File: src/hdl/hwd_pkg.sv
// shared types, widths and constants of the 2d haar wavelet stream unit
`timescale 1ns / 1ps

package hwd_pkg;

  localparam int unsigned MAX_WIDTH_DEF   = 512;
  localparam int unsigned MAX_HEIGHT_DEF  = 512;
  localparam int unsigned SAMPLE_W        = 11;
  localparam int unsigned LINE_WIDTH_W    = 10;
  localparam int unsigned CFG_DATA_W      = 10;
  localparam int unsigned CFG_INDEX_W     = 1;
  localparam int unsigned BLOCK_IDX_W     = 8;
  localparam int unsigned POS_W           = 2;
  localparam int unsigned SUM_W           = 14;
  localparam int unsigned JOB_QUEUE_DEPTH = 2;

  localparam logic [LINE_WIDTH_W-1:0] LINE_WIDTH_RST = LINE_WIDTH_W'(512);
  localparam logic signed [SUM_W-1:0] FWD_HI         = SUM_W'(1020);
  localparam logic signed [SUM_W-1:0] FWD_LO         = -SUM_W'(1020);
  localparam logic signed [SUM_W-1:0] PIX_HI         = SUM_W'(255);
  localparam logic signed [SUM_W-1:0] ROUND_HALF     = SUM_W'(2);

  typedef logic signed [SAMPLE_W-1:0] sample_t;

  typedef enum logic {
    DIR_FORWARD = 1'b0,
    DIR_INVERSE = 1'b1
  } dir_e;

  typedef enum logic [CFG_INDEX_W-1:0] {
    CFG_DIRECTION  = 1'b0,
    CFG_LINE_WIDTH = 1'b1
  } cfg_reg_e;

  // forward: ll, row detail, column detail, diagonal; inverse: tl, tr, bl, br
  typedef enum logic [POS_W-1:0] {
    POS_LL_TL   = 2'd0,
    POS_ROW_TR  = 2'd1,
    POS_COL_BL  = 2'd2,
    POS_DIAG_BR = 2'd3
  } pos_e;

  typedef struct packed {
    dir_e                    direction;
    logic [LINE_WIDTH_W-1:0] line_width;
  } cfg_t;

  // one finished 2x2 block: a top-left, b top-right, c bottom-left, d bottom-right
  typedef struct packed {
    dir_e                   direction;
    sample_t                a;
    sample_t                b;
    sample_t                c;
    sample_t                d;
    logic [BLOCK_IDX_W-1:0] block_column;
    logic [BLOCK_IDX_W-1:0] block_row;
  } job_t;

endpackage

File: src/hdl/hwd_back.sv
// back end: four results per block, one per cycle while the output register drains
`timescale 1ns / 1ps

module hwd_back (
  input  logic                                clk_i,
  input  logic                                rst_ni,
  input  logic                                job_valid_i,
  input  hwd_pkg::job_t                       job_i,
  output logic                                job_pop_o,
  output logic                                empty_o,
  input  logic                                pop_i,
  output hwd_pkg::sample_t                    result_value_o,
  output logic [hwd_pkg::POS_W-1:0]           position_o,
  output logic [hwd_pkg::BLOCK_IDX_W-1:0]     block_column_o,
  output logic [hwd_pkg::BLOCK_IDX_W-1:0]     block_row_o,
  output logic                                group_last_o
);
  import hwd_pkg::*;

  logic [POS_W-1:0] k_q, k_d;
  logic             out_valid_q, out_valid_d;
  logic             load;

  logic signed [SUM_W-1:0] ta, tb, tc, td, sum, pix, quarter;
  sample_t                 res;

  sample_t                res_q;
  logic [POS_W-1:0]       pos_q;
  logic [BLOCK_IDX_W-1:0] bcol_q, brow_q;
  logic                   last_q;

  assign load      = job_valid_i & (~out_valid_q | pop_i);
  assign job_pop_o = load & (k_q == POS_DIAG_BR);

  // b flips on odd positions, c on the bottom pair, d when exactly one of them flips
  always_comb begin
    ta      = {{(SUM_W - SAMPLE_W){job_i.a[SAMPLE_W-1]}}, job_i.a};
    tb      = {{(SUM_W - SAMPLE_W){job_i.b[SAMPLE_W-1]}}, job_i.b};
    tc      = {{(SUM_W - SAMPLE_W){job_i.c[SAMPLE_W-1]}}, job_i.c};
    td      = {{(SUM_W - SAMPLE_W){job_i.d[SAMPLE_W-1]}}, job_i.d};
    if (k_q[0]) begin
      tb = -tb;
    end
    if (k_q[1]) begin
      tc = -tc;
    end
    if (k_q[0] ^ k_q[1]) begin
      td = -td;
    end
    sum     = ta + tb + tc + td;
    pix     = sum + ROUND_HALF;
    quarter = pix >>> 2;
    if (job_i.direction == DIR_FORWARD) begin
      if (sum > FWD_HI) begin
        res = FWD_HI[SAMPLE_W-1:0];
      end else if (sum < FWD_LO) begin
        res = FWD_LO[SAMPLE_W-1:0];
      end else begin
        res = sum[SAMPLE_W-1:0];
      end
    end else begin
      if (pix < 0) begin
        res = '0;
      end else if (quarter > PIX_HI) begin
        res = PIX_HI[SAMPLE_W-1:0];
      end else begin
        res = quarter[SAMPLE_W-1:0];
      end
    end
  end

  assign k_d         = load ? k_q + POS_W'(1) : k_q;
  assign out_valid_d = load | (out_valid_q & ~pop_i);

  always_ff @(posedge clk_i or negedge rst_ni) begin
    if (!rst_ni) begin
      k_q         <= '0;
      out_valid_q <= 1'b0;
    end else begin
      k_q         <= k_d;
      out_valid_q <= out_valid_d;
    end
  end

  always_ff @(posedge clk_i) begin
    if (load) begin
      res_q  <= res;
      pos_q  <= k_q;
      bcol_q <= job_i.block_column;
      brow_q <= job_i.block_row;
      last_q <= (k_q == POS_DIAG_BR);
    end
  end

  assign empty_o        = ~out_valid_q;
  assign result_value_o = res_q;
  assign position_o     = pos_q;
  assign block_column_o = bcol_q;
  assign block_row_o    = brow_q;
  assign group_last_o   = last_q;

endmodule
File: config.mk
export PLATFORM = sky130hd
export DESIGN_NAME = hwd_back
export DESIGN_NICKNAME = d
export VERILOG_FILES = /design/src/hdl/hwd_pkg.sv /design/src/hdl/hwd_back.sv
export SDC_FILE = /design/constraint.sdc
export NUM_CORES = 1
export LEC_CHECK = 0
export BUFFER_PORTS_ARGS = -buffer_cell sky130_fd_sc_hd__buf_4
export CAP_MARGIN = 5
export CORE_MARGIN = 2
export CORE_UTILIZATION = 25
export CTS_CLUSTER_DIAMETER = 120
export DETAILED_ROUTE_END_ITERATION = 16
export GPL_ROUTABILITY_DRIVEN = 0
export HOLD_SLACK_MARGIN = 0.02
export SLEW_MARGIN = 20
export SYNTH_ARGS = -nofsm -noshare
export SYNTH_HDL_FRONTEND = slang
export SYNTH_SLANG_ARGS = --single-unit
File: constraint.sdc
create_clock -name clk_i -period 6.45 [get_ports clk_i]
set_clock_uncertainty 0.2 [all_clocks]
set_input_delay 0.9675 -clock clk_i [delete_from_list [all_inputs] [get_ports clk_i]]
set_output_delay 0.9675 -clock clk_i [all_outputs]
set_load 0.005 [all_outputs]
# Word level (Yosys, flattened, before mapping)
# Cells that the tools add are included.
# W data, S select, Z words.
[op_classes]
bitwise = 8
n_eq_ne = 1
muxes = 8
magnitude_cmp = 4
addsub = 8
[ops]
columns = ["operator", "n"]
rows = [
  ["$mux W11", 5],
  ["$mux W14", 3],
  ["$neg A11 Y14", 3],
  ["$add A14 B14 Y14", 2],
  ["$add A11 B14 Y14", 1],
  ["$add A14 B3 Y14 const B", 1],
  ["$gt A14 B11 Y1 const B", 1],
  ["$lt A14 B1 Y1 const B", 1],
  ["$lt A14 B11 Y1 const B", 1],
  ["$gt A12 B9 Y1 const B", 1],
  ["$and A1 B1 Y1", 3],
  ["$add A2 B1 Y2 const B", 1],
  ["$eq A2 B2 Y1 const B", 1],
  ["$not A1 Y1", 2],
  ["$or A1 B1 Y1", 2],
  ["$xor A1 B1 Y1", 1],
]
[word_totals]
regBits = 33
inputBits = 65
wordCells = 36

# Logic depth before layout (Yosys ltp)
# Gate-level depths: netlist of the first run.
[depth]
depth_word = 10
ltp_mapped = 21

# Worst setup path after synthesis of the first run
# OpenSTA, ideal clock, no wires.
[synth_path]
path_kind = "input to register"
from = "in job_i[40] (netlist bit)"
to = "reg res_q[3], in the netlist result_value_o[3], data pin"
path_stages = 16
setup_slack_ns = 0.221
setup_ns = 0.261
required_ns = 5.989
arrival_ns = 5.769
path_cell_list = "or4_1 o21ai_0 xnor2_1 fa_1 fa_1 ha_1 clkbuf_1 nand2_1 o2111a_1 or4_1 and2_1 nand3_1 mux2_2 o22ai_1 o21ai_0 a221o_1"
[synth_between]
elab_chain_cells = 10
[synth_lines]
columns = ["element", "line", "text"]
rows = [
  ["start, declared", "hwd_back.sv:8", "input hwd_pkg::job_t job_i,"],
  ["$neg A11 Y14", "hwd_back.sv:42", "tb = -tb;"],
  ["$mux W14 (*)", "hwd_back.sv:41", "if (k_q[0]) begin"],
  ["$add A11 B14 Y14 (*)", "hwd_back.sv:50", "sum = ta + tb + tc + td;"],
  ["$add A14 B14 Y14 (*) (2 in a row)", "hwd_back.sv:50", ""],
  ["$add A14 B3 Y14", "hwd_back.sv:51", "pix = sum + ROUND_HALF;"],
  ["$gt A12 B9 Y1", "hwd_back.sv:64", "end else if (quarter > PIX_HI) begin"],
  ["$mux W11", "hwd_back.sv:64", ""],
  ["$mux W11", "hwd_back.sv:62", "if (pix < 0) begin"],
  ["$mux W11 (*)", "hwd_back.sv:53", "if (job_i.direction == DIR_FORWARD) begin"],
  ["named net res[3]", "hwd_back.sv:25", "sample_t res;"],
  ["end signal, assigned", "hwd_back.sv:87", "res_q <= res;"],
  ["end, declared", "hwd_back.sv:27", "sample_t res_q;"],
]
# The timed path passes the listed nets; every way through them passes the cells marked *.
# A chain may end at the register's enable or synchronous reset.

# Worst setup path after layout of the first run
[layout_path]
from = "in job_i[31] (netlist bit)"
to = "reg res_q[3], in the netlist result_value_o[3], data pin"
[layout_between]
elab_chain_cells = 9
[layout_lines]
columns = ["element", "line", "text"]
rows = [
  ["$neg A11 Y14", "hwd_back.sv:45", "tc = -tc;"],
  ["$mux W14 (*)", "hwd_back.sv:44", "if (k_q[1]) begin"],
  ["$add A14 B14 Y14 (*) (2 in a row)", "hwd_back.sv:50", ""],
  ["$add A14 B3 Y14", "hwd_back.sv:51", ""],
  ["$gt A12 B9 Y1", "hwd_back.sv:64", ""],
  ["$mux W11", "hwd_back.sv:64", ""],
  ["$mux W11", "hwd_back.sv:62", ""],
  ["$mux W11 (*)", "hwd_back.sv:53", ""],
  ["named net res[3]", "hwd_back.sv:25", ""],
]
# Marks and branches as above.

==> run summary, run 1 <==
total standard cell area after synthesis - 0.00352 sq mm
type of origin of the critical path - primary input
via count of the first global-routing pass - 3003
total of hold buffers inserted after clock tree synthesis - 0
starting density of the core - 0.255
Worst path max stage delay - 0.52 ns
max-slew violation count - 0
overall die height - 123 um
quantity of gates resized following cts - 0
mean post-synth cell area - 9.73 sq um
Final Routed Wirelength - 8.26 mm
arrival time at the worst endpoint - 5.92 ns
highest-delay cell along the critical path - or3b_2
final clock period utilization by the worst path - 0.945
endpoint kind of the worst setup timing path - flop
highest attainable clock frequency - 164 MHz
clock insertion delay at the later pin of the skew report - 0.27 ns
Fin Setup TNS - 0 ns
total die area - 0.0151 sq mm
Ant. Diodes - 0
number of levels in the clock H-tree - 2
HPWL Detailed - 7.15 mm
number of core rows - 43
number of synthesis warnings - 0
Remaining Overflow, GRT - 0
number of maximum-capacitance violations - 0
drt first pass iters - 4
number of failing hold endpoints at the final stage - 0
Post-layout nets - 578
Worst Setup Path Type - in2reg
wire length of the first global-routing pass - 13.2 mm
clock edge transition at the registers on the reported setup and hold paths - 0.05 ns
shortest period the worst path allows - 6.10 ns
dominant cells by area after synthesis - edfxtp_1 (26%), fa_1 (15%), xnor2_1 (8.5%)
number of distinct library cells after synthesis - 53
transition at the pin with the smallest max-transition slack - 0.964 ns
worst slew slack as a fraction of its limit - 0.353
predominant post-synthesis flop cell - edfxtp_1
cell chosen for the clock root - clkbuf_16
# DRC - 0
crit path buf inv count - 4
number of buffers created by CTS - 5
number of flops mapped to enable cells by yosys - 30
portion of synthesized cell area occupied by the leading cell type - 0.256
capturing point of the worst reg2reg path - result_value_o[3]
WL per Instance - 12.7 um
Total GRT Usage - 0.108
largest net degree at the start of global routing - 31
Yosys reg bits - 33
number of setup buffers added after CTS - 0
net count after synthesis - 471
clock tree from TritonCTS - done
vias after detailed routing - 3019
share of the yosys chip area belonging to registers - 0.277
clk sinks - 33
vias per std cell - 4.64
Core Footprint - 0.0138 sq mm
Syn Inst Count - 362
Max clock buf depth - 2
worst endpoint required time - 6.27 ns
run status - finished clean
cell type group with the largest total delay on the critical path - compound AO/OA/AOI/OAI gates
Initial DRC Count - 88
total of buffers placed on input and output ports - 96
origin of the critical flop-to-flop path - k_q[0]
Register-to-Register Setup Slack - 0.92 ns
biggest fanout along the worst timing path - 5
DRT antenna net count - 0
number of antenna violations at the first check in global routing - 0
worst path cell trace - buf_4, or3_1, or3b_2, o21ai_0, xnor2_1, fa_1, inv_1, fa_1, inv_1, ha_1, and3_1, a211oi_1, nor2_1, a32oi_1, o21ai_0, mux2_2, o22ai_1, buf_4, o21ai_0, a221o_1
Hold Path Class - in2async
share of layout cells above drive strength 1 - 0.270
width of the die - 123 um
leading area contributor after synthesis - edfxtp_1
count of boundary I/O pins - 97
FFs w/ async S/R, synth - 0.0909
unrepaired setup endpoints after global routing - false
final number of setup-violating endpoints - 0
cells on worst reg2reg path - 17
Layout area overhead - 32.3%
Critical Path Most Common Cell - o21ai_0
[worst max-delay path by stage]
stage | startpoint | endpoint | slack (ns) | cells past startpoint
finish | job_i[31] | result_value_o[3] | 0.35 | 20
global route | job_i[31] | result_value_o[6] | 0.02 | 19
CTS | job_i[31] | result_value_o[3] | 0.37 | 20
detailed placement | job_i[31] | result_value_o[3] | 0.11 | 20
global placement | job_i[40] | result_value_o[3] | 0.13 | 19
floorplan | job_i[40] | result_value_o[3] | 0.22 | 16
[sequential cells by signal (all words and copies together) (netlist names)]
register and count:
result_value_o 11, out_valid_q 1, block_row_o 8, k_q 2
group_last_o 1, position_o 2, block_column_o 8
[Yosys cell counts (2+ instances only)]
library cell	n
or4_1	5
xnor2_1	34
nand2_1	26
or3_1	5
o21a_1	4
and2_1	3
clkbuf_1	5
dfrtp_1	3
o31ai_1	8
o211ai_1	6
or4_4	2
a21oi_1	8
nor4b_1	2
o21bai_1	3
a22o_1	3
ha_1	18
mux2_2	3
nor2b_1	5
and3_1	2
a21o_1	6
o41ai_1	4
fa_1	26
xnor2_2	2
inv_1	47
a221o_1	4
nor4_1	5
nand3_1	6
nor2_1	17
or3b_2	4
nand2b_1	9
edfxtp_1	30
a211oi_1	3
nor3_1	7
xor2_1	9
a211o_1	2
o21ai_0	18
o21ai_1	2
[cell families after synthesis]
kind of cell | Yosys count | share of synthesized area
simple gates | 102 | 0.156
compound gates | 80 | 0.163
buf+inv | 53 | 0.0568
xor+xnor | 46 | 0.123
fa+ha+maj | 44 | 0.212
flops | 33 | 0.277
mux | 4 | 0.0124
[final cells by class]
| class | instances | area [sq um] |
|---|---|---|
| Sequential cell | 33 | 976 |
| Clock inverter | 2 | 10.0 |
| Timing Repair Buffer | 106 | 796 |
| Inverter | 47 | 176 |
| Clock buffer | 6 | 129 |
| Multi-Input combinational cell | 276 | 2350 |
| Tap cell | 180 | 225 |
| Fill cell | 1412 | 9170 |
[metrics by stage]
| step | cell area (sq um) | setup WS (ns) | util | instances | hold WS [ns] |
|---|---|---|---|---|---|
| floorplan | 3520 | 0.221 | - | 362 | 0.290 |
| global placement | 4520 | 0.134 | 0.327 | 642 | 0.315 |
| detailed placement | 4520 | 0.113 | 0.327 | 642 | 0.339 |
| CTS | 4660 | 0.374 | 0.337 | 650 | 0.271 |
| global route | 4660 | 0.0196 | 0.337 | 650 | 0.269 |
| finish | 4660 | 0.352 | 0.337 | 650 | 0.277 |
[worst register-to-register path: stages (launching register included)]
cell,delay [ns]
dfrtp_1,0.73
o21ai_0,0.26
fa_1,0.55
inv_1,0.06
fa_1,0.53
inv_1,0.04
ha_1,0.23
fa_1,0.41
a21oi_1,0.28
nor3_1,0.09
or4_1,0.52
and2_1,0.21
nand3_1,0.13
mux2_2,0.35
o22ai_1,0.14
buf_4,0.15
o21ai_0,0.07
a221o_1,0.33
[layout by cell type (no fill, tap or decap), types with 5 or more instances in the layout]
cell type / n
fa_1: 26
o31ai_1: 8
clkbuf_16: 5
o211ai_1: 6
nand2_1: 26
o21ai_0: 18
inv_1: 46
nor2b_1: 5
nand3_1: 6
or4_1: 5
edfxtp_1: 30
nor3_1: 7
xnor2_1: 34
xor2_1: 9
buf_4: 106
nand2b_1: 9
nor4_1: 5
or3_1: 5
a21oi_1: 8
a21o_1: 6
nor2_1: 17
ha_1: 18
[per-layer routing]
metal / part of all wire / global-route usage
met5: 0 / 0
met4: 0.011 / 0.0287
met3: 0.057 / 0.0181
met2: 0.50 / 0.196
met1: 0.44 / 0.129
Power of run 1 is left out: the tool's default activity adds up to more than one toggle a clock period on the data nets, which glitch-free logic cannot reach.
==> inputs of run 2 (changes only) <==
--- a/config.mk
+++ b/config.mk
@@ -13,6 +13,7 @@
 export DETAILED_ROUTE_END_ITERATION = 16
 export GPL_ROUTABILITY_DRIVEN = 0
 export HOLD_SLACK_MARGIN = 0.02
+export PLACE_DENSITY = 0.42
 export SLEW_MARGIN = 20
 export SYNTH_ARGS = -nofsm -noshare
 export SYNTH_HDL_FRONTEND = slang
==> constraint.sdc (replaced) <==
create_clock -name clk_i -period 6.6 [get_ports clk_i]
set_clock_uncertainty 0.2 [all_clocks]
set_input_delay 0.99 -clock clk_i [delete_from_list [all_inputs] [get_ports clk_i]]
set_output_delay 0.99 -clock clk_i [all_outputs]
set_load 0.005 [all_outputs]
==> run 2 against run 1 <==
  * Cell count fell by 1.2%
  * First-iteration DRC count rose by 100%
  * Largest cell class unchanged
  * Count of clock-buffer cells in the layout did not move
  * Wire length rose by 5.0%
  * Sequential share of layout area rose by 0.27 points
  * Critical path type unchanged
  * Worst hold slack improved by 0.018 ns
==> run summary, run 2 (synthesis results as in run 1) <==
run status - finished clean
wire length of the first global-routing pass - 13.6 mm (+3.2%)
most used cells in the layout excluding fill and tap cells - buf_4 (98), inv_1 (46), xnor2_1 (34)
highest attainable clock frequency - 161 MHz
Hold Path Class - in2async
drt first pass iters - 5 (+1)
cell chosen for the clock root - clkbuf_16
Worst Setup Path Type - in2reg
Layout area overhead - 30.6%
max-slew violation count - 0 (unchanged)
clk sinks - 33 (unchanged)
commonest non-fill, non-tap cell in the layout - buf_4
total area of sequential cells - 976 sq um (unchanged)
transition at the pin with the smallest max-transition slack - 0.629 ns (-0.335 ns)
layout filler cell count - 1459 (+3.3%)
total of buffers placed on input and output ports - 96 (unchanged)
Post-layout nets - 570 (-1.4%)
number of failing hold endpoints at the final stage - 0 (unchanged)
clock insertion delay at the later pin of the skew report - 0.27 ns (about the same)
biggest fanout along the worst timing path - 9 (+4)
worst path cell trace - buf_4, or3_1, or3b_2, nand2_1, xnor2_1, fa_1, inv_1, fa_1, inv_1, ha_1, or3b_2, nand3_1, or3b_2, and2_1, nand3_1, mux2_2, o22ai_1, buf_4, o21ai_0, a221o_1
Total GRT Usage - 0.115 (+0.00757)
vias per std cell - 4.62 (-0.46%)
vias after detailed routing - 2968 (-1.7%)
number of setup buffers added after CTS - 0 (unchanged)
Final Routed Wirelength - 8.67 mm (+5.0%)
final clock period utilization by the worst path - 0.940
total die area - 0.0151 sq mm (unchanged)
quantity of gates resized following cts - 0 (unchanged)
worst endpoint required time - 6.42 ns (+0.15 ns)
cell type group with the largest total delay on the critical path - simple AND/OR/NAND/NOR gates
DRT antenna net count - 0 (unchanged)
number of levels in the clock H-tree - 2 (unchanged)
final number of setup-violating endpoints - 0 (unchanged)
HPWL Detailed - 7.43 mm (+3.8%)
Ant. Diodes - 0 (unchanged)
largest net degree at the start of global routing - 31 (unchanged)
highest-delay cell along the critical path - or3b_2
share of layout cells above drive strength 1 - 0.260 (-0.0105)
number of antenna violations at the first check in global routing - 0 (unchanged)
clock tree from TritonCTS - done
Initial DRC Count - 178 (+100%)
number of flip-flops in the largest register - 11 (unchanged)
number of maximum-capacitance violations - 0 (unchanged)
Max clock buf depth - 2 (unchanged)
worst slew slack as a fraction of its limit - 0.580 (+0.227)
WL per Instance - 13.5 um (+6.3%)
total of hold buffers inserted after clock tree synthesis - 0 (unchanged)
endpoint kind of the worst setup timing path - flop
number of core rows - 43 (unchanged)
via count of the first global-routing pass - 2769 (-7.8%)
Critical Path Most Common Cell - or3b_2
type of origin of the critical path - primary input
shortest period the worst path allows - 6.20 ns
number of buffers created by CTS - 5 (unchanged)
overall die height - 123 um (unchanged)
arrival time at the worst endpoint - 6.03 ns (+0.11 ns)
Core Footprint - 0.0138 sq mm (unchanged)
unrepaired setup endpoints after global routing - false
Worst path max stage delay - 0.54 ns (+0.02 ns)
area of the multi-input gates - 0.00235 sq mm (unchanged)
width of the die - 123 um (unchanged)
crit path buf inv count - 4 (unchanged)
count of boundary I/O pins - 97 (unchanged)
clock edge transition at the registers on the reported setup and hold paths - 0.05 ns (about the same)
# DRC - 0 (unchanged)
Remaining Overflow, GRT - 0 (unchanged)
starting density of the core - 0.255 (unchanged)
Fin Setup TNS - 0 ns (unchanged)
run 2: metrics by stage:
step / instance area [sq um] / utilization / instances / hold slack, ns / setup slack, ns
floorplan: 3520 / - / 362 / 0.290 / 0.348
global placement: 4460 / 0.323 / 634 / 0.314 / 0.123
detailed placement: 4460 / 0.323 / 634 / 0.330 / 0.124
CTS: 4600 / 0.333 / 642 / 0.284 / 0.417
global route: 4600 / 0.333 / 642 / 0.285 / 0.0488
finish: 4600 / 0.333 / 642 / 0.295 / 0.398
run 2: path summary, 6_finish.rpt:
path                             start                 to  slack [ns]  cells past startpoint
min reg2reg                out_valid_q        out_valid_q        0.33                      2
max                          job_i[31]  result_value_o[3]        0.40                     20
max reg2reg                     k_q[0]  result_value_o[3]        1.05                     17
min                             rst_ni        out_valid_q        0.29                      1
min in group clk_i         out_valid_q        out_valid_q        0.33                      2
max in group asynchronous       rst_ni             k_q[0]        5.81                      1
run 2: cell type report:
type	instances	area share
clock buffer	6	0.0280
clock inverter	2	0.00218
inverter	47	0.0384
multi-input combinational	276	0.510
sequential	33	0.212
tap	180	0.0490
timing repair buffer	98	0.160
run 2: layer usage:
layer,up-vias,wire (um),GRT usage
li1,1475,-,-
met1,1402,3930,0.159
met2,84,4080,0.183
met3,7,541,0.0177
met4,0,118,0.0388
met5,-,0,0
Power of run 2 is left out for the same reason.
