===== src/hdl/hwd_pkg.sv =====
// shared types, widths and constants of the 2d haar wavelet stream unit
`timescale 1ns / 1ps

package hwd_pkg;

  localparam int unsigned MAX_WIDTH_DEF   = 512;
  localparam int unsigned MAX_HEIGHT_DEF  = 512;
  localparam int unsigned SAMPLE_W        = 11;
  localparam int unsigned LINE_WIDTH_W    = 10;
  localparam int unsigned CFG_DATA_W      = 10;
  localparam int unsigned CFG_INDEX_W     = 1;
  localparam int unsigned BLOCK_IDX_W     = 8;
  localparam int unsigned POS_W           = 2;
  localparam int unsigned SUM_W           = 14;
  localparam int unsigned JOB_QUEUE_DEPTH = 2;

  localparam logic [LINE_WIDTH_W-1:0] LINE_WIDTH_RST = LINE_WIDTH_W'(512);
  localparam logic signed [SUM_W-1:0] FWD_HI         = SUM_W'(1020);
  localparam logic signed [SUM_W-1:0] FWD_LO         = -SUM_W'(1020);
  localparam logic signed [SUM_W-1:0] PIX_HI         = SUM_W'(255);
  localparam logic signed [SUM_W-1:0] ROUND_HALF     = SUM_W'(2);

  typedef logic signed [SAMPLE_W-1:0] sample_t;

  typedef enum logic {
    DIR_FORWARD = 1'b0,
    DIR_INVERSE = 1'b1
  } dir_e;

  typedef enum logic [CFG_INDEX_W-1:0] {
    CFG_DIRECTION  = 1'b0,
    CFG_LINE_WIDTH = 1'b1
  } cfg_reg_e;

  // forward: ll, row detail, column detail, diagonal; inverse: tl, tr, bl, br
  typedef enum logic [POS_W-1:0] {
    POS_LL_TL   = 2'd0,
    POS_ROW_TR  = 2'd1,
    POS_COL_BL  = 2'd2,
    POS_DIAG_BR = 2'd3
  } pos_e;

  typedef struct packed {
    dir_e                    direction;
    logic [LINE_WIDTH_W-1:0] line_width;
  } cfg_t;

  // one finished 2x2 block: a top-left, b top-right, c bottom-left, d bottom-right
  typedef struct packed {
    dir_e                   direction;
    sample_t                a;
    sample_t                b;
    sample_t                c;
    sample_t                d;
    logic [BLOCK_IDX_W-1:0] block_column;
    logic [BLOCK_IDX_W-1:0] block_row;
  } job_t;

endpackage


===== src/hdl/hwd_job_queue.sv =====
// short queue of finished blocks between front and back end
`timescale 1ns / 1ps

module hwd_job_queue (
  input  logic          clk_i,
  input  logic          rst_ni,
  input  logic          push_i,
  input  hwd_pkg::job_t job_i,
  output logic          full_o,
  input  logic          pop_i,
  output logic          valid_o,
  output hwd_pkg::job_t job_o
);
  import hwd_pkg::*;

  localparam int unsigned PTR_W = $clog2(JOB_QUEUE_DEPTH);

  job_t             entry_q [JOB_QUEUE_DEPTH];
  logic [PTR_W-1:0] wr_ptr_q, wr_ptr_d, rd_ptr_q, rd_ptr_d;
  logic [PTR_W:0]   count_q, count_d;
  logic             do_push, do_pop;

  assign full_o  = (count_q == (PTR_W + 1)'(JOB_QUEUE_DEPTH));
  assign valid_o = (count_q != '0);
  assign do_push = push_i & ~full_o;
  assign do_pop  = pop_i & valid_o;
  assign job_o   = entry_q[rd_ptr_q];

  always_comb begin
    wr_ptr_d = wr_ptr_q;
    rd_ptr_d = rd_ptr_q;
    count_d  = count_q;
    if (do_push) begin
      wr_ptr_d = (wr_ptr_q == PTR_W'(JOB_QUEUE_DEPTH - 1)) ? '0 : wr_ptr_q + PTR_W'(1);
    end
    if (do_pop) begin
      rd_ptr_d = (rd_ptr_q == PTR_W'(JOB_QUEUE_DEPTH - 1)) ? '0 : rd_ptr_q + PTR_W'(1);
    end
    if (do_push && !do_pop) begin
      count_d = count_q + (PTR_W + 1)'(1);
    end else if (do_pop && !do_push) begin
      count_d = count_q - (PTR_W + 1)'(1);
    end
  end

  always_ff @(posedge clk_i or negedge rst_ni) begin
    if (!rst_ni) begin
      wr_ptr_q <= '0;
      rd_ptr_q <= '0;
      count_q  <= '0;
    end else begin
      wr_ptr_q <= wr_ptr_d;
      rd_ptr_q <= rd_ptr_d;
      count_q  <= count_d;
    end
  end

  always_ff @(posedge clk_i) begin
    if (do_push) begin
      entry_q[wr_ptr_q] <= job_i;
    end
  end

endmodule


===== config.mk =====
export PLATFORM = sky130hd
export DESIGN_NAME = hwd_job_queue
export DESIGN_NICKNAME = d
export VERILOG_FILES = /design/src/hdl/hwd_pkg.sv /design/src/hdl/hwd_job_queue.sv
export SDC_FILE = /design/constraint.sdc
export NUM_CORES = 1
export LEC_CHECK = 0
export BUFFER_PORTS_ARGS = -buffer_cell sky130_fd_sc_hd__buf_2
export CAP_MARGIN = 20
export CORE_MARGIN = 1
export CORE_UTILIZATION = 40
export CTS_CLUSTER_SIZE = 28
export DETAILED_ROUTE_END_ITERATION = 16
export GPL_ROUTABILITY_DRIVEN = 0
export PLACE_DENSITY = 0.65
export SETUP_SLACK_MARGIN = 0.2
export SYNTH_ARGS = -nofsm -noshare
export SYNTH_HDL_FRONTEND = slang
export SYNTH_SLANG_ARGS = --single-unit

===== constraint.sdc =====
create_clock -name clk_i -period 4.9 [get_ports clk_i]
set_clock_uncertainty 0.1 [all_clocks]
set_input_delay 0.245 -clock clk_i [delete_from_list [all_inputs] [get_ports clk_i]]
set_output_delay 0.245 -clock clk_i [all_outputs]
set_load 0.05 [all_outputs]

## Word-level counts from Yosys, hierarchy flattened

Memories as Yosys holds them, arrays and structs flattened.
Cells that the tools add are included.

| operators by class | value |
|---|---|
| add/subtract/negate cells | 4 |
| equal/unequal tests | 1 |
| multiplexer cells | 6 |
| bitwise operators | 3 |
| reduce and logical (&&, ||, !) cells | 6 |

Operators by type and width:

| cell | count |
|---|---|
| $mux 1 | 4 |
| $mux 2 | 2 |
| $reduce_bool 2->1 | 2 |
| $add 1x1->1 const B | 2 |
| $add 2x1->2 const B | 1 |
| $and 1x1->1 | 2 |
| $eq 2x2->1 const B | 1 |
| $logic_and 1x1->1 | 2 |
| $logic_not 1->1 | 2 |
| $sub 2x1->2 const B | 1 |
| $not 1->1 | 1 |

| storage, ports and cells | value |
|---|---|
| register bits | 4 |
| bits in writable memories | 122 |
| input port bits | 65 |
| word-level logic and storage cells | 24 |
| memories | 1 |

Memories:

| name | words | bits a word | rd ports | clocked after memory_dff | write ports | line | RTL |
|---|---|---|---|---|---|---|---|
| entry_q | 2 | 61 | 1 | 0 | 1 | hwd_job_queue.sv:18 | `job_t entry_q [JOB_QUEUE_DEPTH];` |

## Longest topological paths before layout

Gate-level depths: netlist of run 1.

| depth | value |
|---|---|
| depth after elaboration | 7 |
| gate-level depth with buffers | 7 |

## Worst setup path before layout of run 1

No wires, ideal clock.

| timing | value |
|---|---|
| path type | register to register |
| start | register count_q[0] |
| end | memory entry_q[0][0] (netlist name) (enable) |
| setup time | 480 ps |
| arrival time | 3175 ps |
| setup slack | 1145 ps |
| stages on the path, launching flop included | 4 |
| path through | dfrtp_1 -> nand2b_1 -> nand2_1 -> nor2_1 |

| on the way | value |
|---|---|
| cells in the longest elaborated chain, start to end | 5 |

RTL lines:

| what | line | RTL |
|---|---|---|
| start, declared | hwd_job_queue.sv:20 | `logic [PTR_W:0] count_q, count_d;` |
| start signal, assigned | hwd_job_queue.sv:54 | `count_q <= count_d;` |
| $eq 2x2->1 | hwd_job_queue.sv:23 | `assign full_o = (count_q == (PTR_W + 1)'(JOB_QUEUE_DEPTH));` |
| $not 1->1 | hwd_job_queue.sv:25 | `assign do_push = push_i & ~full_o;` |
| $and 1x1->1 | hwd_job_queue.sv:25 |  |
| $mux 1 | hwd_job_queue.sv:59 | `if (do_push) begin` |
| $mux 1 (implied by the code) | hwd_job_queue.sv:60 | `entry_q[wr_ptr_q] <= job_i;` |
| end, declared | hwd_job_queue.sv:18 |  |

No other way between the ends.

==> results of run 1 <==
## timing repair
action / CTS / global route
endpoints found under the hold margin: 126 / 0
endpoints found under the setup margin: 0 / 0
buffers inserted: 0 / 0
hold buffers: 62 / 0
## synthesized netlist by cell type
cell type / instances
sky130_fd_sc_hd__dfrtp_1: 4
sky130_fd_sc_hd__xor2_1: 2
sky130_fd_sc_hd__inv_1: 2
sky130_fd_sc_hd__buf_6: 1
sky130_fd_sc_hd__and3_1: 1
sky130_fd_sc_hd__mux2_2: 2
sky130_fd_sc_hd__edfxtp_1: 122
sky130_fd_sc_hd__nand2_1: 2
sky130_fd_sc_hd__mux2_4: 59
sky130_fd_sc_hd__ha_1: 1
sky130_fd_sc_hd__buf_12: 6
sky130_fd_sc_hd__nand2b_1: 1
sky130_fd_sc_hd__or2_1: 1
sky130_fd_sc_hd__nor2_1: 2
sky130_fd_sc_hd__xnor2_1: 3
## critical path: stages, from the launching register on
cell and delay [ns]:
sky130_fd_sc_hd__dfrtp_4 0.91, sky130_fd_sc_hd__buf_4 0.51, sky130_fd_sc_hd__mux2_4 0.34, sky130_fd_sc_hd__buf_2 0.21
## final timing paths
path	slack, ns	depth (start not counted)	to
min in group asynchronous	0.07	2	count_q[0]$_DFFE_PN0P_
max in group asynchronous	4.49	2	rd_ptr_q$_DFFE_PN0P_
setup / recovery	2.16	3	job_o[55]
setup reg to reg	2.64	3	entry_q[1][16]$_DFFE_PP_
hold reg to reg	0.39	1	count_q[1]$_DFFE_PN0P_
hold / removal	0.06	3	rd_ptr_q$_DFFE_PN0P_
## power groups by stage
stage | registers (mW) | clock network, mW | logic [mW]
final | 1.63 | 1.24 | 1.85
after CTS | 1.64 | 1.27 | 1.87
after global routing | 1.66 | 1.32 | 1.93
after floorplan | 1.56 | 0 | 1.67
after detailed placement | 1.66 | 0 | 1.83
after global placement | 1.65 | 0 | 1.81
## per-stage QoR
step                worst slack, ns  hold slack [ns]  util [%]  power, mW
floorplan                      1.14           -0.151         -       3.23
global placement               2.37          -0.0477      47.0       3.46
detailed placement             2.53          -0.0445      47.2       3.49
CTS                            2.09           0.0504      57.3       4.78
global route                   2.02           0.0521      57.3       4.92
finish                         2.16           0.0556      57.3       4.73
## sequential cells by signal (all words and copies together), names as in the netlist
signal,flops
rd_ptr_q,1
entry_q,122
count_q,2
wr_ptr_q,1
## routing by layer
metal | GRT usage [%] | wire length (um) | vias up
li1 | - | - | 1233
met1 | 15.8 | 3530 | 1247
met2 | 23.7 | 4330 | 84
met3 | 4.77 | 420 | 8
met4 | 6.67 | 105 | 0
met5 | 0 | 0 | -
## cell families after synthesis
logic type,share of synthesized area (%)
muxes,18.5
and+or+nand+nor,0.690
buffers and inverters,2.83
DFF,76.8
xor gates and xnor gates,0.894
adders and majority gates,0.255
## area by class of cell
type                            count  share of cell area, %
Sequential cell                   126                   55.0
Timing Repair Buffer              193                   19.0
Clock inverter                     10                   2.12
Inverter                            2                  0.110
Clock buffer                       21                   6.43
Tap cell                          147                   2.68
Multi-Input combinational cell     74                   14.7
## cells in the final DEF (no fill, tap or decap)
cell / n
sky130_fd_sc_hd__and3_2: 1
sky130_fd_sc_hd__buf_12: 1
sky130_fd_sc_hd__buf_2: 127
sky130_fd_sc_hd__buf_4: 3
sky130_fd_sc_hd__bufinv_16: 4
sky130_fd_sc_hd__clkbuf_1: 4
sky130_fd_sc_hd__clkbuf_16: 17
sky130_fd_sc_hd__clkinv_1: 4
sky130_fd_sc_hd__clkinv_2: 2
sky130_fd_sc_hd__dfrtp_1: 3
sky130_fd_sc_hd__dfrtp_4: 1
sky130_fd_sc_hd__dlygate4sd3_1: 62
sky130_fd_sc_hd__edfxtp_1: 122
sky130_fd_sc_hd__ha_1: 1
sky130_fd_sc_hd__inv_1: 2
sky130_fd_sc_hd__mux2_2: 2
sky130_fd_sc_hd__mux2_4: 59
sky130_fd_sc_hd__nand2_1: 2
sky130_fd_sc_hd__nand2b_1: 1
sky130_fd_sc_hd__nor2_1: 1
sky130_fd_sc_hd__nor2_4: 1
sky130_fd_sc_hd__or2_1: 1
sky130_fd_sc_hd__xnor2_1: 3
sky130_fd_sc_hd__xor2_1: 2
==> run_results.csv, run 1 <==
group,metric,value,unit
global_route,antenna_violations_before_repair,0,
die,chipWidth,113,um
cts,clkSinkCount,126,
final_layout,fillerInstances,938,
drt,vias,2572,
yosys,synth-warning-count,0,
drt,totalWireLength,8380,um
setup_path,worstSetupPathType,"register to primary output",
cts,cts_tree,"yes",
pwr,vdd.ir_drop.worst,0.000465,V
yosys,ys_types,15,
drt,drc,0,
cts,ctsLongestPathBuffers,2,
drt,routedWlPerCell,14.6,um
global_route,grtUsageTotal,13.9,%
yosys,syn-mean-instance-area,23.4,um2
pwr,power_switching_share,37.6,%
final_layout,finalNonFillerCells,573,
min_path,worstHoldStart,"pop_i",
pwr,gate_power_share,39.2,%
sta,final_max_slew_viol_count,0,
die,initial_utilization,41.0,%
setup_path,crit_path_end_kind,"primary output",
global_route,grt_pass1_wl,13100,um
pwr,power_frac_clock,26.3,%
final_layout,finalNetCount,480,
placement,dp.final_hpwl,5040,um
final_layout,layout.cell_area.non_filler,6850,um2
final_layout,multi_input_logic_area,1010,um2
sta,rsz_0062_raised_after_global_routing,"no",
pwr,static-leakage-power,2.80,nW
pwr,power-per-cell-area,690,nW/um2
sta,fmax,0.366,GHz
setup_path,path_max_fanout,41,
die,rows,40,
yosys,post_synth_main_area_contributors,"sky130_fd_sc_hd__edfxtp_1, sky130_fd_sc_hd__mux2_4, sky130_fd_sc_hd__buf_12, sky130_fd_sc_hd__dfrtp_1, sky130_fd_sc_hd__xnor2_1",
yosys,synth.ff_latch_count,126,
setup_path,critPathLaunch,"rd_ptr_q$_DFFE_PN0P_",
yosys,synthesis.instances,209,
final_layout,diodes,0,
cts,worst_skew_pair.late_latency,0.40,ns
drt,dr.first_iter.drc_count,90,
die,die-area,12700,um2
sta,fin_crit_sh,55.8,%
setup_path,r2r-start,"count_q[0]$_DFFE_PN0P_",
sta,final_hold_viol_count,0,
yosys,mappedNetlistNets,275,
yosys,netlist_area,4900,um2
die,fp.dieH,113,um
yosys,synth_top_cell_by_area,"sky130_fd_sc_hd__edfxtp_1",
setup_path,timing.critical_path.arrival,2.39,ns
drt,average_vias_per_placed_instance,4.49,
yosys,post-synth-top-area-fraction,74.8,%
run_status,run_status,"complete, no violations",
yosys,synth-seq-area-share,76.8,%
cts,cts_root_buf,"sky130_fd_sc_hd__clkbuf_16",
pwr,power.net_switching,1.78,mW
cts,clock_transition_at_the_registers_of_the_reported_paths,0.05,ns
drt,antenna_left,0,
cts,cts.htree.levels,4,
sta,timing.final.setup_violations,0,
final_layout,final_layout_size_suffix_gt1_share,51.2,%
final_layout,final-seq-area,3770,um2
sta,max_slew_margin,49.6,%
min_path,hold_path_class,"input pin to register",
sta,timing.setup.tns,0,ns
global_route,globalRouteOverflowTotal,0,
die,number_of_placed_i_o_pins,128,
die,coreArea,12000,um2
pwr,cellInternalPower,2.95,mW
cts,cts_resized,0,
sta,final.min_clock_period,2.74,ns
sta,worstMarginPinSlew,0.756,ns
setup_path,crit_required,4.55,ns
placement,placement.cell_area,5640,um2
placement,placement.io_buffers,127,
global_route,grt_pass1_vias,2731,
setup_path,start_kind,"register",
job,timing.max_cap.violations,0,
pwr,sequentialPowerShare,34.5,%
global_route,grt_max_degree,42,
drt,drt-pass1-iter-count,6,
final_layout,areaGrowthSynthToFinish,39.8,%
cts,cts_made_buffers,17,
placement,count_of_placed_standard_cells_including_taps,480,
(Power assumes the default switching activity.)
==> run 2, diff against run 1 <==
PLACE_DENSITY = 0.68   (was 0.65)
clock period = 2.32 ns   (was 4.9 ns; I/O delays follow)
==> run 2 against run 1 <==
  * Combinational power is 130% higher
  * Core utilization is 0.35 points higher
  * Die area stayed put
  * Non-clock buffer count is 12 higher
  * Register-to-register slack worse by 2.0 ns
  * Final cell count is 2.3% higher
  * Critical path type unchanged
  * Worst setup slack worse by 1.8 ns
  * Routed wire length is 4.6% higher
  * Clock power is 84% higher
  * Critical path depth stayed put
==> run_results.csv, run 2 (synthesis gave the netlist of run 1 again) <==
group,metric,value,unit
cts,cts.htree.levels,4,
die,rows,40,
setup_path,crit_required,2.10,ns
sta,max_slew_margin,67.5,%
placement,count_of_placed_standard_cells_including_taps,482,
sta,final_hold_viol_count,0,
setup_path,path_max_fanout,25,
global_route,grtUsageTotal,14.5,%
drt,met1Wirelength,3490,um
drt,totalWireLength,8770,um
final_layout,largest_reg_flops,122,
drt,drt-pass1-iter-count,4,
global_route,antenna_violations_before_repair,0,
final_layout,areaGrowthSynthToFinish,40.6,%
final_layout,final_layout_size_suffix_gt1_share,51.7,%
sta,fin_crit_sh,85.1,%
cts,clock_transition_at_the_registers_of_the_reported_paths,0.05,ns
setup_path,crit_path_end_kind,"primary output",
final_layout,diodes,0,
die,number_of_placed_i_o_pins,128,
pwr,gate_power_share,42.9,%
setup_path,worstSetupPathType,"register to primary output",
setup_path,critPathCapture,"job_o[34]",
final_layout,finalNonFillerCells,586,
pwr,power.net_switching,3.78,mW
setup_path,reg2reg_setup_slack,0.61,ns
die,initial_utilization,41.0,%
sta,final.min_clock_period,1.97,ns
sta,rsz_0062_raised_after_global_routing,"no",
drt,antenna_left,0,
drt,average_vias_per_placed_instance,4.49,
sta,worstMarginPinSlew,0.487,ns
pwr,vdd.ir_drop.worst,0.000750,V
drt,dr.first_iter.drc_count,56,
cts,cts_root_buf,"sky130_fd_sc_hd__clkbuf_16",
drt,met3RoutedLength,435,um
pwr,cellInternalPower,6.02,mW
global_route,grt_pass1_vias,2735,
sta,final_max_slew_viol_count,0,
cts,cts_resized,0,
placement,dp.final_hpwl,5150,um
setup_path,r2r_end,"entry_q[0][43]$_DFFE_PP_",
run_status,run_status,"complete, no violations",
setup_path,r2r-start,"count_q[0]$_DFFE_PN0P_",
final_layout,layout_common_cells,"sky130_fd_sc_hd__buf_2, sky130_fd_sc_hd__edfxtp_1, sky130_fd_sc_hd__dlygate4sd3_1",
drt,drc,0,
setup_path,start_kind,"register",
drt,top_layer_used,"met4",
final_layout,layout.cells.most_common,"sky130_fd_sc_hd__buf_2",
cts,cts_tree,"yes",
sta,fmax,0.506,GHz
cts,worst_skew_pair.late_latency,0.40,ns
placement,placement.io_buffers,127,
setup_path,timing.critical_path.arrival,1.76,ns
drt,vias,2632,
setup_path,rr_worst_depth,4,
sta,timing.final.setup_violations,0,
sta,timing.setup.tns,0,ns
cts,ctsLongestPathBuffers,2,
pwr,power_switching_share,38.6,%
global_route,grt_max_degree,36,
pwr,sequentialPowerShare,33.8,%
drt,routedWlPerCell,15.0,um
min_path,worstHoldStart,"job_i[22]",
final_layout,finalNetCount,492,
die,fp.dieH,113,um
die,coreArea,12000,um2
global_route,globalRouteOverflowTotal,0,
die,chipWidth,113,um
setup_path,critPathLaunch,"rd_ptr_q$_DFFE_PN0P_",
pwr,power_frac_clock,23.3,%
final_layout,max_flop_register,"entry_q",
pwr,static-leakage-power,2.83,nW
final_layout,fillerInstances,932,
drt,detailroute.wirelength.met2,4740,um
cts,cts_made_buffers,17,
job,timing.max_cap.violations,0,
die,die-area,12700,um2
cts,clkSinkCount,126,
final_layout,biggestRegsByFlops,"entry_q: 122 flops, count_q: 2 flops",
pwr,power-per-cell-area,1420,nW/um2
min_path,hold_path_class,"input pin to register",
global_route,grt_pass1_wl,13500,um
run 2: metal layers:
metal | vias up | global-route usage (%)
met5 | - | 0
met4 | 0 | 5.69
met3 | 11 | 5.30
met2 | 85 | 26.3
met1 | 1281 | 15.5
li1 | 1255 | -
run 2: worst min-delay path by stage:
stage | to | cells past startpoint
2_1_floorplan | count_q[0]$_DFFE_PN0P_ | 0
3_3_place_gp | count_q[1]$_DFFE_PN0P_ | 1
3_5_place_dp | count_q[1]$_DFFE_PN0P_ | 1
4_1_cts | entry_q[0][2]$_DFFE_PP_ | 2
5_1_grt | entry_q[1][37]$_DFFE_PP_ | 2
6_report | entry_q[1][22]$_DFFE_PP_ | 2
run 2: layout make-up:
type,instances,area (um2),share of cell area [%]
Multi-Input combinational cell,74,1010,14.6
Clock buffer,22,444,6.45
Sequential cell,126,3770,54.7
Inverter,2,7.51,0.109
Timing Repair Buffer,205,1410,20.4
Tap cell,147,184,2.67
Clock inverter,10,72.6,1.05
run 2: per-stage QoR:
step | utilization (%) | power (mW) | hold slack, ns | area [um2] | setup WS, ns
finish | 57.6 | 9.81 | 0.334 | 6890 | 0.345
floorplan | - | 6.81 | -0.280 | 4910 | 0.249
CTS | 57.2 | 9.82 | 0.309 | 6840 | 0.200
detailed placement | 47.4 | 7.42 | -0.175 | 5670 | 0.598
global placement | 47.4 | 7.36 | -0.175 | 5670 | 0.646
global route | 57.6 | 10.2 | 0.320 | 6890 | 0.280
run 2: timing repair:
item,4_1_cts,5_1_grt
endpoints found under the setup margin,0,27
hold endpoints to repair,128,0
hold buffers,65,0
buffers inserted,0,7
run 2: power by group through the flow:
stage	Clock, mW	Combinational [mW]	Sequential, mW
finish	2.28	4.21	3.31
global route	2.44	4.41	3.36
CTS	2.34	4.12	3.35
detailed placement	0	4.03	3.39
global placement	0	4.00	3.36
floorplan	0	3.53	3.27
run 2: critical path, stage by stage (launching register included):
cell and delay, ns:
sky130_fd_sc_hd__dfrtp_4 0.54, sky130_fd_sc_hd__buf_12 0.26, sky130_fd_sc_hd__mux2_4 0.33, sky130_fd_sc_hd__buf_2 0.22
==> run 3, diff against run 2 <==
CORE_ASPECT_RATIO = 0.7   (was not set)
==> run 3 against run 2 <==
  * Die area barely moved
  * Final cell count rose by 0.17%
  * Sequential share of layout area fell by 0.42 points
==> run_results.csv, run 3 (synthesis gave the netlist of run 1 again) <==
group,metric,value,unit
run_status,run_status,"complete, no violations",
final_layout,biggestRegsByFlops,"entry_q: 122 flops, count_q: 2 flops",
sta,fin_crit_sh,86.7,%
setup_path,crit_path_end_kind,"primary output",
placement,dp.final_hpwl,5310,um
pwr,static-leakage-power,2.83,nW
sta,timing.setup.tns,0,ns
setup_path,rr_worst_depth,7,
final_layout,areaGrowthSynthToFinish,41.7,%
drt,dr.first_iter.drc_count,134,
min_path,worstHoldStart,"job_i[30]",
sta,worstMarginPinSlew,0.478,ns
sta,timing.final.setup_violations,0,
die,number_of_placed_i_o_pins,128,
final_layout,diodes,0,
setup_path,worstSetupPathType,"register to primary output",
setup_path,reg2reg_setup_slack,0.68,ns
global_route,globalRouteOverflowTotal,0,
cts,worst_skew_pair.late_latency,0.39,ns
drt,antenna_left,0,
pwr,power_frac_clock,26.8,%
die,die-area,12700,um2
die,coreArea,11800,um2
sta,final_max_slew_viol_count,0,
cts,ctsLongestPathBuffers,2,
pwr,power-per-cell-area,1460,nW/um2
die,rows,33,
sta,worst_slack,0.309,ns
drt,routedWlPerCell,15.1,um
sta,final_hold_viol_count,0,
cts,cts_made_buffers,17,
cts,cts_tree,"yes",
pwr,gate_power_share,41.0,%
die,chipWidth,134,um
final_layout,final_layout_size_suffix_gt1_share,52.1,%
global_route,grt_pass1_vias,2857,
cts,clock_transition_at_the_registers_of_the_reported_paths,0.05,ns
setup_path,r2r_end,"count_q[1]$_DFFE_PN0P_",
global_route,grt_max_degree,63,
final_layout,layout_common_cells,"sky130_fd_sc_hd__buf_2, sky130_fd_sc_hd__edfxtp_1, sky130_fd_sc_hd__dlygate4sd3_1",
sta,final.hold.worst_slack,0.339,ns
cts,cts_root_buf,"sky130_fd_sc_hd__clkbuf_16",
drt,drc,0,
pwr,power_switching_share,38.0,%
pwr,vdd.ir_drop.worst,0.000797,V
setup_path,path_max_fanout,62,
final_layout,largest_reg_flops,122,
final_layout,layout.cells.most_common,"sky130_fd_sc_hd__buf_2",
sta,fmax,0.497,GHz
cts,post_cts_buffers,0,
drt,average_vias_per_placed_instance,4.49,
sta,final.min_clock_period,2.01,ns
cts,cts.htree.levels,4,
pwr,cellInternalPower,6.29,mW
sta,max_slew_margin,68.1,%
die,initial_utilization,41.5,%
placement,placement.io_buffers,127,
pwr,sequentialPowerShare,32.2,%
setup_path,timing.critical_path.arrival,1.79,ns
setup_path,r2r-start,"count_q[0]$_DFFE_PN0P_",
die,fp.dieH,94.6,um
global_route,grtUsageTotal,15.0,%
setup_path,crit_required,2.10,ns
drt,vias,2636,
final_layout,finalNetCount,483,
global_route,antenna_violations_before_repair,0,
drt,drt-pass1-iter-count,4,
job,timing.max_cap.violations,0,
final_layout,max_flop_register,"entry_q",
setup_path,start_kind,"register",
min_path,hold_path_class,"input pin to register",
cts,clkSinkCount,126,
setup_path,critPathLaunch,"rd_ptr_q$_DFFE_PN0P_",
global_route,grt_pass1_wl,13900,um
setup_path,critPathCapture,"job_o[44]",
pwr,power.net_switching,3.85,mW
drt,totalWireLength,8870,um
sta,rsz_0062_raised_after_global_routing,"no",
placement,dp_slack,0.663,ns
run 3: worst min-delay path by stage:
stage / endpoint / slack, ns / cells after the start
after global routing: entry_q[1][34]$_DFFE_PP_ / 0.33 / 2
after CTS: entry_q[0][16]$_DFFE_PP_ / 0.32 / 2
after detailed placement: count_q[0]$_DFFE_PN0P_ / -0.17 / 1
final: entry_q[0][30]$_DFFE_PP_ / 0.34 / 2
after global placement: count_q[0]$_DFFE_PN0P_ / -0.17 / 1
after floorplan: count_q[0]$_DFFE_PN0P_ / -0.28 / 0
run 3: layer usage:
| layer | wire [um] | vias up | track usage (%) |
|---|---|---|---|
| li1 | - | 1242 | - |
| met1 | 3850 | 1292 | 17.9 |
| met2 | 4270 | 94 | 24.7 |
| met3 | 678 | 8 | 6.23 |
| met4 | 64 | 0 | 4.78 |
| met5 | 0 | - | 0 |
run 3: layout make-up:
| type | instances | area, um2 |
|---|---|---|
| Fill cell | 898 | 4860 |
| Sequential cell | 126 | 3770 |
| Timing Repair Buffer | 196 | 1350 |
| Multi-Input combinational cell | 74 | 1010 |
| Clock buffer | 17 | 425 |
| Tap cell | 157 | 196 |
| Clock inverter | 15 | 193 |
| Inverter | 2 | 7.51 |
run 3: what timing repair did:
item	in CTS	in global routing
setup endpoints to repair	0	1
hold endpoints to repair	128	0
gates resized for setup	0	1
hold buffers	65	0
run 3: critical path, stage by stage (launching register included):
cell                      delay [ns]
sky130_fd_sc_hd__dfrtp_4        0.42
sky130_fd_sc_hd__buf_16         0.37
sky130_fd_sc_hd__mux2_2         0.38
sky130_fd_sc_hd__buf_2          0.21
run 3: stage by stage:
stage | instances | power [mW] | utilization (%) | cell area [um2]
floorplan | 209 | 6.81 | - | 4910
finish | 587 | 10.1 | 58.8 | 6950
detailed placement | 490 | 7.42 | 48.0 | 5670
global route | 587 | 10.6 | 58.8 | 6950
CTS | 587 | 10.3 | 58.8 | 6940
global placement | 490 | 7.36 | 48.0 | 5670
run 3: power groups by stage:
stage | Clock, mW | Combinational [mW] | Sequential [mW]
after global placement | 0 | 4.07 | 3.28
after CTS | 2.80 | 4.20 | 3.27
after global routing | 2.89 | 4.36 | 3.32
final | 2.72 | 4.15 | 3.27
after detailed placement | 0 | 4.10 | 3.32
after floorplan | 0 | 3.53 | 3.27
